<file path="config.mk">
export PLATFORM = sky130hd
export DESIGN_NAME = aimd_window_controller_top_flat
export DESIGN_NICKNAME = d
export VERILOG_FILES = /design/src/aimdwc_pkg.sv /design/src/aimdwc_if.sv /design/src/aimdwc_step.sv /design/src/aimd_window_controller_top.sv /design/src/flat_wrapper.sv
export SDC_FILE = /design/constraint.sdc
export NUM_CORES = 2
export LEC_CHECK = 0
export BUFFER_PORTS_ARGS = -buffer_cell sky130_fd_sc_hd__buf_2
export CAP_MARGIN = 20
export CORE_ASPECT_RATIO = 1.2
export CORE_MARGIN = 2
export CORE_UTILIZATION = 35
export DETAILED_ROUTE_END_ITERATION = 7
export PLACE_DENSITY = 0.6
export SLEW_MARGIN = 5
export SYNTH_ARGS = -nofsm -noshare
export SYNTH_HDL_FRONTEND = slang
export SYNTH_SLANG_ARGS = --single-unit
</file>
<file path="constraint.sdc">
create_clock -name i_clk -period 11.8 [get_ports i_clk]
set_clock_uncertainty 0.1 [all_clocks]
set_input_delay 1.18 -clock i_clk [delete_from_list [all_inputs] [get_ports i_clk]]
set_output_delay 1.18 -clock i_clk [all_outputs]
set_load 0.01 [all_outputs]
</file>
<file path="src/aimdwc_pkg.sv">
// ----------------------------------------------------------------------------
// AIMD window controller package
// Widths, codes, reset values and the shared state, config and result types.
// ----------------------------------------------------------------------------
package aimdwc_pkg;

    // Field widths
    localparam int TIME_BITS    = 48;
    localparam int COUNT_BITS   = 48;
    localparam int WIN_BITS     = 16;
    localparam int FACTOR_BITS  = 16;
    localparam int GAP_BITS     = 32;
    localparam int ERR_BITS     = 32;
    localparam int KIND_BITS    = 2;
    localparam int STATUS_BITS  = 3;
    localparam int CFG_IDX_BITS = 3;
    localparam int CFG_DATA_BITS = 32;

    // Item kinds
    localparam logic [KIND_BITS-1:0] KIND_INCREASE = 2'd0;
    localparam logic [KIND_BITS-1:0] KIND_DECREASE = 2'd1;
    localparam logic [KIND_BITS-1:0] KIND_ERROR    = 2'd2;

    // Result status codes
    localparam logic [STATUS_BITS-1:0] ST_INCREASED    = 3'd0;
    localparam logic [STATUS_BITS-1:0] ST_RATE_LIMITED = 3'd1;
    localparam logic [STATUS_BITS-1:0] ST_AT_MAX       = 3'd2;
    localparam logic [STATUS_BITS-1:0] ST_DECREASED    = 3'd3;
    localparam logic [STATUS_BITS-1:0] ST_KEPT         = 3'd4;
    localparam logic [STATUS_BITS-1:0] ST_ERROR        = 3'd5;
    localparam logic [STATUS_BITS-1:0] ST_DISABLED     = 3'd6;

    // Configuration register indexes
    localparam logic [CFG_IDX_BITS-1:0] REG_INITIAL_WINDOW = 3'd0;
    localparam logic [CFG_IDX_BITS-1:0] REG_MAX_WINDOW     = 3'd1;
    localparam logic [CFG_IDX_BITS-1:0] REG_INCREASE_STEP  = 3'd2;
    localparam logic [CFG_IDX_BITS-1:0] REG_DECREASE_FACTOR = 3'd3;
    localparam logic [CFG_IDX_BITS-1:0] REG_MIN_GAP        = 3'd4;
    localparam logic [CFG_IDX_BITS-1:0] REG_ADJUST_DISABLE = 3'd5;

    // Reset values
    localparam logic [WIN_BITS-1:0]    RST_INITIAL_WINDOW = 16'd5;
    localparam logic [WIN_BITS-1:0]    RST_MAX_WINDOW     = 16'd5;
    localparam logic [WIN_BITS-1:0]    RST_INCREASE_STEP  = 16'd2;
    localparam logic [FACTOR_BITS-1:0] RST_DECREASE_FACTOR = 16'd49152;
    localparam logic [GAP_BITS-1:0]    RST_MIN_GAP        = 32'd500;

    typedef struct packed {
        logic [WIN_BITS-1:0]    max_window;
        logic [WIN_BITS-1:0]    step;
        logic [FACTOR_BITS-1:0] factor;
        logic [GAP_BITS-1:0]    min_gap;
        logic                   disabled;
    } t_cfg;

    typedef struct packed {
        logic [WIN_BITS-1:0]   window;
        logic [TIME_BITS-1:0]  last_inc;
        logic                  ever_inc;
        logic [COUNT_BITS-1:0] prev_ins;
        logic [ERR_BITS-1:0]   prev_err;
        logic [ERR_BITS-1:0]   err_cnt;
    } t_state;

    typedef struct packed {
        logic [WIN_BITS-1:0]    window_s;
        logic [STATUS_BITS-1:0] status;
        logic [ERR_BITS-1:0]    error_total;
    } t_result;

endpackage

</file>
<file path="src/aimdwc_if.sv">
// ----------------------------------------------------------------------------
// AIMD window controller channels
// Valid/ready channels for request items, result items and config writes.
// ----------------------------------------------------------------------------
interface aimdwc_in_if;
    logic                                   valid;
    logic                                   ready;
    logic [aimdwc_pkg::KIND_BITS-1:0]       kind;
    logic [aimdwc_pkg::TIME_BITS-1:0]       now_ms;
    logic [aimdwc_pkg::COUNT_BITS-1:0]      insert_count;

    modport source (output valid, kind, now_ms, insert_count, input ready);
    modport sink   (input valid, kind, now_ms, insert_count, output ready);
endinterface

interface aimdwc_out_if;
    logic                                   valid;
    logic                                   ready;
    logic [aimdwc_pkg::WIN_BITS-1:0]        window_s;
    logic [aimdwc_pkg::STATUS_BITS-1:0]     status;
    logic [aimdwc_pkg::ERR_BITS-1:0]        error_total;

    modport source (output valid, window_s, status, error_total, input ready);
    modport sink   (input valid, window_s, status, error_total, output ready);
endinterface

interface aimdwc_cfg_if;
    logic                                   valid;
    logic                                   ready;
    logic [aimdwc_pkg::CFG_IDX_BITS-1:0]    index;
    logic [aimdwc_pkg::CFG_DATA_BITS-1:0]   data;

    modport source (output valid, index, data, input ready);
    modport sink   (input valid, index, data, output ready);
endinterface

</file>
<file path="src/aimdwc_step.sv">
// ----------------------------------------------------------------------------
// AIMD window controller update step
// Next state and status for one request item, pure combinational logic.
// ----------------------------------------------------------------------------
module aimdwc_step (
    input  aimdwc_pkg::t_cfg                        i_cfg,
    input  aimdwc_pkg::t_state                      i_state,
    input  logic [aimdwc_pkg::KIND_BITS-1:0]        i_kind,
    input  logic [aimdwc_pkg::TIME_BITS-1:0]        i_now_ms,
    input  logic [aimdwc_pkg::COUNT_BITS-1:0]       i_insert_count,
    output aimdwc_pkg::t_state                      o_state,
    output logic [aimdwc_pkg::STATUS_BITS-1:0]      o_status
);

    logic [aimdwc_pkg::TIME_BITS-1:0]   gap;
    logic [aimdwc_pkg::TIME_BITS-1:0]   earliest;
    logic                               too_soon;
    logic [aimdwc_pkg::WIN_BITS:0]      sum;
    logic [aimdwc_pkg::WIN_BITS-1:0]    inc_window;
    logic [2*aimdwc_pkg::WIN_BITS-1:0]  prod;
    logic                               dec_ok;

    // Rate limit after an increase: refuse if now < gap or too near last increase
    assign gap      = aimdwc_pkg::TIME_BITS'(i_cfg.min_gap);
    assign earliest = i_now_ms - gap;
    assign too_soon = i_state.ever_inc && ((i_now_ms < gap) || (i_state.last_inc > earliest));

    // Additive increase, clamped at the maximum
    assign sum        = {1'b0, i_state.window} + {1'b0, i_cfg.step};
    assign inc_window = (sum > {1'b0, i_cfg.max_window}) ? i_cfg.max_window
                                                         : sum[aimdwc_pkg::WIN_BITS-1:0];

    // Multiplicative decrease, Q0.16 factor, product truncated
    assign prod   = {{aimdwc_pkg::FACTOR_BITS{1'b0}}, i_state.window}
                  * {{aimdwc_pkg::WIN_BITS{1'b0}}, i_cfg.factor};
    assign dec_ok = (i_insert_count > i_state.prev_ins) && (i_state.err_cnt == i_state.prev_err);

    always_comb begin
        o_state  = i_state;
        o_status = aimdwc_pkg::ST_KEPT;
        case (i_kind)
            aimdwc_pkg::KIND_ERROR: begin
                o_state.err_cnt = i_state.err_cnt + aimdwc_pkg::ERR_BITS'(1);
                o_status        = aimdwc_pkg::ST_ERROR;
            end
            aimdwc_pkg::KIND_INCREASE: begin
                if (i_cfg.disabled) begin
                    o_status = aimdwc_pkg::ST_DISABLED;
                end else if (too_soon) begin
                    o_status = aimdwc_pkg::ST_RATE_LIMITED;
                end else if (i_state.window == i_cfg.max_window) begin
                    o_status = aimdwc_pkg::ST_AT_MAX;
                end else begin
                    o_state.window   = inc_window;
                    o_state.last_inc = i_now_ms;
                    o_state.ever_inc = 1'b1;
                    o_status         = aimdwc_pkg::ST_INCREASED;
                end
            end
            aimdwc_pkg::KIND_DECREASE: begin
                if (i_cfg.disabled) begin
                    o_status = aimdwc_pkg::ST_DISABLED;
                end else begin
                    if (dec_ok) begin
                        o_state.window = prod[2*aimdwc_pkg::WIN_BITS-1:aimdwc_pkg::WIN_BITS];
                        o_status       = aimdwc_pkg::ST_DECREASED;
                    end
                    // record both counts on every decrease request
                    o_state.prev_ins = i_insert_count;
                    o_state.prev_err = i_state.err_cnt;
                end
            end
            default: begin
                o_status = aimdwc_pkg::ST_KEPT;
            end
        endcase
    end

endmodule

</file>
<file path="src/aimd_window_controller_top.sv">
// ----------------------------------------------------------------------------
// AIMD window controller
// Window in seconds with additive increase and multiplicative decrease.
//
//   Port    Dir   Handshake     Payload
//   i_in    in    valid/ready   kind, now_ms, insert_count
//   o_out   out   valid/ready   window_s, status, error_total
//   i_cfg   in    valid/ready   index, data (always ready)
//
// One item per cycle while i_in.ready is high: the update step is one pass of
// logic between the state registers and the output register, one result per item.
// A two-entry output stage (output register plus skid register) keeps
// i_in.ready a register; it drops only while both entries hold results.
// Reset is synchronous: window goes to 5, counters and config to defaults.
// A write of the initial window register has no effect; reset always loads 5.
// ----------------------------------------------------------------------------
module aimd_window_controller_top (
    input  logic                i_clk,
    input  logic                i_rst_n,
    aimdwc_in_if.sink           i_in,
    aimdwc_out_if.source        o_out,
    aimdwc_cfg_if.sink          i_cfg
);

    aimdwc_pkg::t_cfg       r_cfg;
    aimdwc_pkg::t_state     r_state;
    aimdwc_pkg::t_state     n_state;
    logic [aimdwc_pkg::STATUS_BITS-1:0] n_status;
    aimdwc_pkg::t_result    n_result;
    aimdwc_pkg::t_result    r_out;
    aimdwc_pkg::t_result    r_skid;
    logic                   r_out_valid;
    logic                   r_skid_valid;
    logic                   accept;
    logic                   load_out;

    assign i_cfg.ready = 1'b1;
    assign i_in.ready  = !r_skid_valid;
    assign accept      = i_in.valid && !r_skid_valid;
    assign load_out    = !r_out_valid || o_out.ready;

    // Configuration registers
    always_ff @(posedge i_clk) begin
        if (!i_rst_n) begin
            r_cfg.max_window <= aimdwc_pkg::RST_MAX_WINDOW;
            r_cfg.step       <= aimdwc_pkg::RST_INCREASE_STEP;
            r_cfg.factor     <= aimdwc_pkg::RST_DECREASE_FACTOR;
            r_cfg.min_gap    <= aimdwc_pkg::RST_MIN_GAP;
            r_cfg.disabled   <= 1'b0;
        end else if (i_cfg.valid) begin
            case (i_cfg.index)
                aimdwc_pkg::REG_MAX_WINDOW:
                    r_cfg.max_window <= i_cfg.data[aimdwc_pkg::WIN_BITS-1:0];
                aimdwc_pkg::REG_INCREASE_STEP:
                    r_cfg.step <= i_cfg.data[aimdwc_pkg::WIN_BITS-1:0];
                aimdwc_pkg::REG_DECREASE_FACTOR:
                    r_cfg.factor <= i_cfg.data[aimdwc_pkg::FACTOR_BITS-1:0];
                aimdwc_pkg::REG_MIN_GAP:
                    r_cfg.min_gap <= i_cfg.data[aimdwc_pkg::GAP_BITS-1:0];
                aimdwc_pkg::REG_ADJUST_DISABLE:
                    r_cfg.disabled <= i_cfg.data[0];
                default: begin
                    // initial window writes and unused indexes are ignored
                    r_cfg <= r_cfg;
                end
            endcase
        end
    end

    // Update step
    aimdwc_step u_step (
        .i_cfg          (r_cfg),
        .i_state        (r_state),
        .i_kind         (i_in.kind),
        .i_now_ms       (i_in.now_ms),
        .i_insert_count (i_in.insert_count),
        .o_state        (n_state),
        .o_status       (n_status)
    );

    assign n_result.window_s    = n_state.window;
    assign n_result.status      = n_status;
    assign n_result.error_total = n_state.err_cnt;

    // Advance state on each accepted item
    always_ff @(posedge i_clk) begin
        if (!i_rst_n) begin
            r_state.window   <= aimdwc_pkg::RST_INITIAL_WINDOW;
            r_state.last_inc <= '0;
            r_state.ever_inc <= 1'b0;
            r_state.prev_ins <= '0;
            r_state.prev_err <= '0;
            r_state.err_cnt  <= '0;
        end else if (accept) begin
            r_state <= n_state;
        end
    end

    // Output register and skid register
    always_ff @(posedge i_clk) begin
        if (!i_rst_n) begin
            r_out_valid  <= 1'b0;
            r_skid_valid <= 1'b0;
        end else if (load_out) begin
            if (r_skid_valid) begin
                r_out_valid  <= 1'b1;
                r_skid_valid <= 1'b0;
            end else begin
                r_out_valid  <= accept;
            end
        end else if (accept) begin
            r_skid_valid <= 1'b1;
        end
    end

    always_ff @(posedge i_clk) begin
        if (load_out) begin
            r_out <= r_skid_valid ? r_skid : n_result;
        end
        if (!load_out && accept) begin
            r_skid <= n_result;
        end
    end

    assign o_out.valid       = r_out_valid;
    assign o_out.window_s    = r_out.window_s;
    assign o_out.status      = r_out.status;
    assign o_out.error_total = r_out.error_total;

    // Checks
    a_skid_behind_out: assert property (@(posedge i_clk) disable iff (!i_rst_n)
        r_skid_valid |-> r_out_valid)
        else $error("skid register holds an item while output register is empty");

    a_error_counted: assert property (@(posedge i_clk) disable iff (!i_rst_n)
        (accept && i_in.kind == aimdwc_pkg::KIND_ERROR)
        |=> (r_state.err_cnt == $past(r_state.err_cnt) + aimdwc_pkg::ERR_BITS'(1)))
        else $error("error event not counted");

    a_disabled_hold: assert property (@(posedge i_clk) disable iff (!i_rst_n)
        (accept && r_cfg.disabled && i_in.kind != aimdwc_pkg::KIND_ERROR)
        |=> $stable(r_state.window))
        else $error("window changed while adjustment disabled");

endmodule

</file>
<file path="src/flat_wrapper.sv">
// flat-port wrapper written by rule: the top's interface ports become plain ports
module aimd_window_controller_top_flat 
  (i_clk, i_rst_n, i_in_valid, i_in_kind, i_in_now_ms, i_in_insert_count, i_in_ready, o_out_valid, o_out_window_s, o_out_status, o_out_error_total, o_out_ready, i_cfg_valid, i_cfg_index, i_cfg_data, i_cfg_ready);
  aimdwc_in_if i_in_i ();
  aimdwc_out_if o_out_i ();
  aimdwc_cfg_if i_cfg_i ();
  input  logic i_clk;
  input  logic i_rst_n;
  input wire logic [$bits(i_in_i.valid)-1:0] i_in_valid;
  input wire logic [$bits(i_in_i.kind)-1:0] i_in_kind;
  input wire logic [$bits(i_in_i.now_ms)-1:0] i_in_now_ms;
  input wire logic [$bits(i_in_i.insert_count)-1:0] i_in_insert_count;
  output wire logic [$bits(i_in_i.ready)-1:0] i_in_ready;
  output wire logic [$bits(o_out_i.valid)-1:0] o_out_valid;
  output wire logic [$bits(o_out_i.window_s)-1:0] o_out_window_s;
  output wire logic [$bits(o_out_i.status)-1:0] o_out_status;
  output wire logic [$bits(o_out_i.error_total)-1:0] o_out_error_total;
  input wire logic [$bits(o_out_i.ready)-1:0] o_out_ready;
  input wire logic [$bits(i_cfg_i.valid)-1:0] i_cfg_valid;
  input wire logic [$bits(i_cfg_i.index)-1:0] i_cfg_index;
  input wire logic [$bits(i_cfg_i.data)-1:0] i_cfg_data;
  output wire logic [$bits(i_cfg_i.ready)-1:0] i_cfg_ready;
  assign i_in_i.valid = i_in_valid;
  assign i_in_i.kind = i_in_kind;
  assign i_in_i.now_ms = i_in_now_ms;
  assign i_in_i.insert_count = i_in_insert_count;
  assign i_in_ready = i_in_i.ready;
  assign o_out_valid = o_out_i.valid;
  assign o_out_window_s = o_out_i.window_s;
  assign o_out_status = o_out_i.status;
  assign o_out_error_total = o_out_i.error_total;
  assign o_out_i.ready = o_out_ready;
  assign i_cfg_i.valid = i_cfg_valid;
  assign i_cfg_i.index = i_cfg_index;
  assign i_cfg_i.data = i_cfg_data;
  assign i_cfg_ready = i_cfg_i.ready;
  aimd_window_controller_top u_core (.i_clk(i_clk), .i_rst_n(i_rst_n), .i_in(i_in_i), .o_out(o_out_i), .i_cfg(i_cfg_i));
endmodule
</file>
### Word level (Yosys, flattened, before mapping)

Cells that the tools add are included.

| storage, ports and cells | value |
|---|---|
| bits in registers | 362 |
| latch bits | 0 |
| RAM bits | 0 |
| ROM bits | 0 |
| input bits | 138 |
| output and inout bits | 54 |
| memories | 0 |

| operators by class | value |
|---|---|
| add/sub/neg operators | 3 |
| $mul | 1 |
| div/mod/pow operators | 0 |
| $lt $le $gt $ge | 4 |
| eq/ne operators | 9 |
| shift operators | 0 |
| mux-type cells | 16 |
| bitwise operators | 4 |
| reductions and logical operators | 18 |

Operators by type and width:

| cell | count |
|---|---|
| $mux W65 | 3 |
| $gt A48 B48 Y1 | 2 |
| $mux W51 | 1 |
| $lt A48 B32 Y1 | 1 |
| $mux W16 | 3 |
| $sub A48 B32 Y48 | 1 |
| $add A32 B1 Y32 const B | 1 |
| $eq A32 B32 Y1 | 1 |
| $mul A16 B16 Y32 | 1 |
| $mux W32 | 1 |
| $pmux W16 S2 | 1 |
| $add A16 B16 Y17 | 1 |
| $gt A17 B16 Y1 | 1 |
| $eq A16 B16 Y1 | 1 |
| $mux W3 | 4 |
| $reduce_and A2 Y1 | 5 |
| $pmux W3 S3 | 1 |
| $eq A3 B2 Y1 const B | 2 |
| $eq A3 B3 Y1 const B | 2 |
| $reduce_and A5 Y1 | 1 |
| $logic_and A1 B1 Y1 | 4 |
| $not A1 Y1 | 4 |
| $eq A3 B1 Y1 const B | 1 |
| $logic_not A1 Y1 | 3 |
| 8 further kinds | 9 |

### Depth between registers and ports, before layout

| logic depth | value |
|---|---|
| depth in word-level cells | 8 |
| mapped depth | 26 |
| depth with buffers taken out | 24 |

### Cells and area by module

A second synthesis with hierarchy kept.

| second synthesis, totals | value |
|---|---|
| cells, all modules | 3457 |
| area, all modules | 29733.5 sq um |

Modules (own cells, without submodules):

| module | times used | cells each | area an instance (sq um) | seq. area each (sq um) |
|---|---|---|---|---|
| aimdwc_step | 1 | 2211 | 16696.0 | 0.0 |
| aimd_window_controller_top | 1 | 1246 | 13037.5 | 8267.9 |

### Least setup slack after synthesis

No wires, ideal clock.

| timing path | value |
|---|---|
| kind | reg2reg |
| start | register u_core.r_state[166] (netlist name) |
| end | register u_core.r_out (netlist bit u_core.o_out.window_s[6]), data pin |
| setup time | 0.256 ns |
| arrival | 6.476 ns |
| required time | 11.444 ns |
| slack | 4.968 ns |
| stages on the path, launching flop included | 26 |
| cell sequence | dfxtp_1 -> clkbuf_1 -> clkbuf_1 -> nand2_1 -> fa_1 -> inv_1 -> fa_1 -> inv_1 -> fa_1 -> inv_1 -> fa_1 -> fa_1 -> inv_1 -> fa_1 -> inv_1 -> ha_1 -> nand4_1 -> nor2_1 -> and3_1 -> or3b_2 -> a211o_1 -> a21o_1 -> a21oi_1 -> xnor2_1 -> a22o_1 -> o22a_1 |

| between the ends | value |
|---|---|
| longest elaborated chain between the ends | 8 |

Ends and longest elaborated chain:

| what | line | text |
|---|---|---|
| start: declaration | aimd_window_controller_top.sv:26 | `aimdwc_pkg::t_state r_state;` |
| start signal: assignment | aimd_window_controller_top.sv:95 | `r_state <= n_state;` |
| $add A16 B16 Y17 | aimdwc_step.sv:29 | `assign sum = {1'b0, i_state.window} + {1'b0, i_cfg.step};` |
| $gt A17 B16 Y1 | aimdwc_step.sv:30 | `assign inc_window = (sum > {1'b0, i_cfg.max_window}) ? i_cfg.max_window` |
| $mux W16 | aimdwc_step.sv:30 |  |
| $mux W65 | aimdwc_step.sv:51 | `end else if (i_state.window == i_cfg.max_window) begin` |
| $mux W65 | aimdwc_step.sv:49 | `end else if (too_soon) begin` |
| $mux W65 | aimdwc_step.sv:47 | `if (i_cfg.disabled) begin` |
| $pmux W16 S2 (*) | aimdwc_step.sv:41 | `case (i_kind)` |
| $mux W51 (*) | aimd_window_controller_top.sv:118 | `r_out <= r_skid_valid ? r_skid : n_result;` |
| end signal: assignment | aimd_window_controller_top.sv:118 |  |
| end: declaration | aimd_window_controller_top.sv:30 | `aimdwc_pkg::t_result r_out;` |

Every way passes the cells marked *; elsewhere a longest branch is shown, timed or not.
A chain may end at the register's enable or synchronous reset.

### Final worst setup path

| timing path | value |
|---|---|
| start | register u_core.r_state[165] (netlist name) |
| end | register u_core.r_out (netlist bit u_core.o_out.window_s[11]), data pin |

The elaborated chain is that of the path after synthesis.

==> summary.txt <==
Timing
  – Max-slew violations: 0
  – Setup TNS: 0 ns
  – Final period utilization: 0.655
  – RSZ-0062 raised after global routing: no
  – Hold slack: 0.351 ns
  – Tmin final: 7.73 ns
  – Slew @ Worst Pin: 1.14 ns
  – Slew margin rel.: 0.237
  – Final Setup Violations: 0
  – Hold Vio Cnt, Final: 0
  – Fmax: 129 MHz

Floorplanning
  – Core area: 80200 um2
  – Starting Density: 0.352
  – Boundary pin count: between 150 and 200
  – Die Y: 315 um
  – Die W: 263 um
  – Number of rows in the core area: between 100 and 150
  – DIE AREA: 82900 um2

Layout
  – Non-Filler Instances: around 4500
  – Fin nets: 4000
  – Flip-flop and latch area: a little over 8000 um2
  – Fill count: 8253
  – Layout area overhead: 11.5%
  – Multi-input gate area: 18000 um2
  – Share of layout cells above drive strength 1: 0.104

Critical path
  – WP depth: 20
  – Worst Path Arrival: 7.90 ns
  – Critical Path Sink Type: flip-flop
  – Reg2reg path depth: 20
  – Buffers and inverters on the worst path: 3
  – Worst setup path endpoint: u_core.o_out.window_s[11]
  – R2r endpoint: u_core.o_out.window_s[11]
  – FF-to-FF setup slack: 4.07 ns
  – Critical Path Fanout Max: 21
  – CP Class: flip-flop to flip-flop
  – CP dominant cell by count: fa_1
  – Critical path origin: u_core.r_state[165]
  – CP required: 11.98 ns
  – Crit-path cells: nand2_1 -> fa_1 -> inv_1 -> fa_1 -> fa_1 -> fa_1 -> fa_1 -> inv_1 -> fa_1 -> inv_1 -> ha_1 -> a21oi_1 -> o22ai_1 -> a311oi_1 -> nand3_1 -> a31oi_1 -> a21boi_0 -> xor2_1 -> a221oi_1 -> a21oi_1
  – Setup crit start kind: flip-flop
  – Slowest stage delay, CP: 1.07 ns
  – R2R Path Start: u_core.r_state[165]
  – CP delay by family, top: adder cells
  – Slowest CP cell: dfxtp_1

Route
  – Routed len/inst: 17.8 um
  – Initial DRC count: about 1400
  – Final ANT Viol Nets: 0
  – Vias/cell: 5.07
  – Drc violations: 0
  – DR pass1 iterations: 7
  – Routed WL: 79.8 mm
  – DR vias: 22800

Global route
  – Vias in the first global route: ~23000
  – All-layer global routing usage: 0.193
  – Initial antenna violation count: 11
  – Global route overflow: 0
  – GR Util met1: 0.231
  – Met2 GRT Util: 0.350
  – Global-route wire length before repair: 127 mm
  – Largest net degree at the start of global routing: 143
  – Met3 Usage GRT: 0.0268
  – Top Usage Layer GRT: met2

Power and ir drop
  – Peak supply drop: about 120 uV
  – Sw Ratio: 0.293
  – Internal: 2260 uW
  – Net Switching: 937 uW
  – Final Total Pwr: 3200 uW
  – P_leak: 0.0137 uW
  – Logic pwr share: 0.178
  – Pwr/cell area: 102 nW/um2
  – Reg power frac: 0.424
  – Clock power frac: 0.398

Placement
  – Inst Count DP: 4407
  – Placer Congestion: 0.908
  – Port Buf Inserts: between 150 and 200
  – Post-DP HPWL: roughly 59 mm

Synthesis
  – Post-synth top flop: dfxtp_1
  – Number of enable flip-flop cells after synthesis: 102
  – Post-synth cell types: 78
  – Netlist area before placement: 28200 um2
  – Synth top area share: 0.185
  – Cell count after synthesis: 3311
  – Post-synth ARST share: 0
  – Area contributors post-synth: dfxtp_1 18%, fa_1 14%, ha_1 12%
  – Seq/Total Area, Yosys: 0.293
  – Synthesized flop and latch total: ~360
  – Mean Syn Cell Area: 8.52 um2
  – Count leader, synth: nand2_1
  – Yosys Warn Count: 0
  – Commonest cells post-synth: 672 x nand2_1, 355 x inv_1, 318 x a21oi_1
  – Largest area contributor in the netlist: dfxtp_1
  – Syn Nets: 3906

Clock network
  – CTS tree: yes
  – Number of buffers inserted by hold repair at cts: 0
  – H-tree Lvls: 2
  – # resized after CTS: 0
  – Later-pin clock latency in the skew report: 0.57 ns
  – CTS Buf Count: 39
  – Clk root buf: clkbuf_16
  – Post-CTS Setup Inserts: 0
  – Clock Tree Buf Depth: 3
  – CTS sink cnt: 362
  – Reg clk slew, reported paths: 0.06 ns

Run
  – Total of max-cap violations: 0

Run status
  – Run status: finished clean

Worst hold path
  – HP Class: flip-flop to flip-flop
==> tightest hold or removal path, stage by stage (launching register included) <==
cell and delay (ns):
dfxtp_1 0.30, nand2_1 0.05, a21oi_1 0.05
==> registers in the layout (all words and copies together) (netlist names) <==
name                      cells
u_core.r_state              177
u_core.r_skid_valid           1
u_core.r_cfg                 81
u_core.o_out.window_s        16
u_core.o_out.valid            1
u_core.o_out.status           3
u_core.r_skid                51
u_core.o_out.error_total     32
==> worst min-delay path by stage <==
stage / from / to / slack [ns] / cells after the start
after global placement: u_core.r_state[106] / u_core.r_state[106] / 0.34 / 2
after detailed placement: u_core.r_cfg[13] / u_core.r_cfg[13] / 0.35 / 2
final: u_core.r_state[109] / u_core.r_state[109] / 0.35 / 2
after global routing: u_core.r_state[102] / u_core.r_state[102] / 0.37 / 2
after floorplan: u_core.r_cfg[10] / u_core.r_cfg[10] / 0.34 / 2
after CTS: u_core.r_cfg[27] / u_core.r_cfg[27] / 0.35 / 2
==> metal layers <==
layer / part of all wire / up-vias
li1: - / 11100
met2: 0.50 / 427
met4: 0.034 / 8
met3: 0.042 / 131
met5: 0.00065 / -
met1: 0.42 / 11100
==> per-stage QoR <==
step                      cell area [um2]  utilization  setup slack, ns
after global placement              30100        0.375             4.36
after CTS                           31400        0.392             4.16
after detailed placement            30100        0.375             4.16
after floorplan                     28200            -             4.97
final                               31500        0.392             4.07
after global routing                31500        0.392             3.74
==> layout by cell type, fill, tap and decap left out, types with 52 or more instances in the layout <==
master    Yosys  final
nor2_1      134    132
inv_1       355    353
dfxtp_1     260    260
nand3_1      52     52
xnor2_1      65     65
buf_2        10    190
and2_1      121    121
ha_1        262    262
edfxtp_1    102    102
nand2_1     672    672
xor2_1      106    106
a21oi_1     318    318
fa_1        195    195
o21ai_0      72     72
==> final cells by class <==
type | count | area share
clock inverters | 19 | 0.00708
clock buffers | 53 | 0.0350
well taps | 1044 | 0.0415
flip-flops and latches | 362 | 0.263
inverters | 355 | 0.0426
repair buffers | 223 | 0.0387
multi-input cells | 2424 | 0.572
diodes | 6 | 0.000477
==> power by group through the flow <==
stage	combinational, uW	clock [uW]	sequential [uW]
2_1_floorplan	374	0	1370
3_3_place_gp	566	0	1390
3_5_place_dp	569	0	1390
4_1_cts	572	1310	1360
5_1_grt	638	1350	1360
6_report	569	1270	1360
==> cells by family after synthesis <==
group / synth area share
simple gates: 0.187
compound gates: 0.119
buf+inv: 0.0707
fa+ha+maj: 0.255
flops: 0.293
xor+xnor: 0.0531
mux: 0.0223
other cells: 0.000133
(Power assumes the default switching activity.)
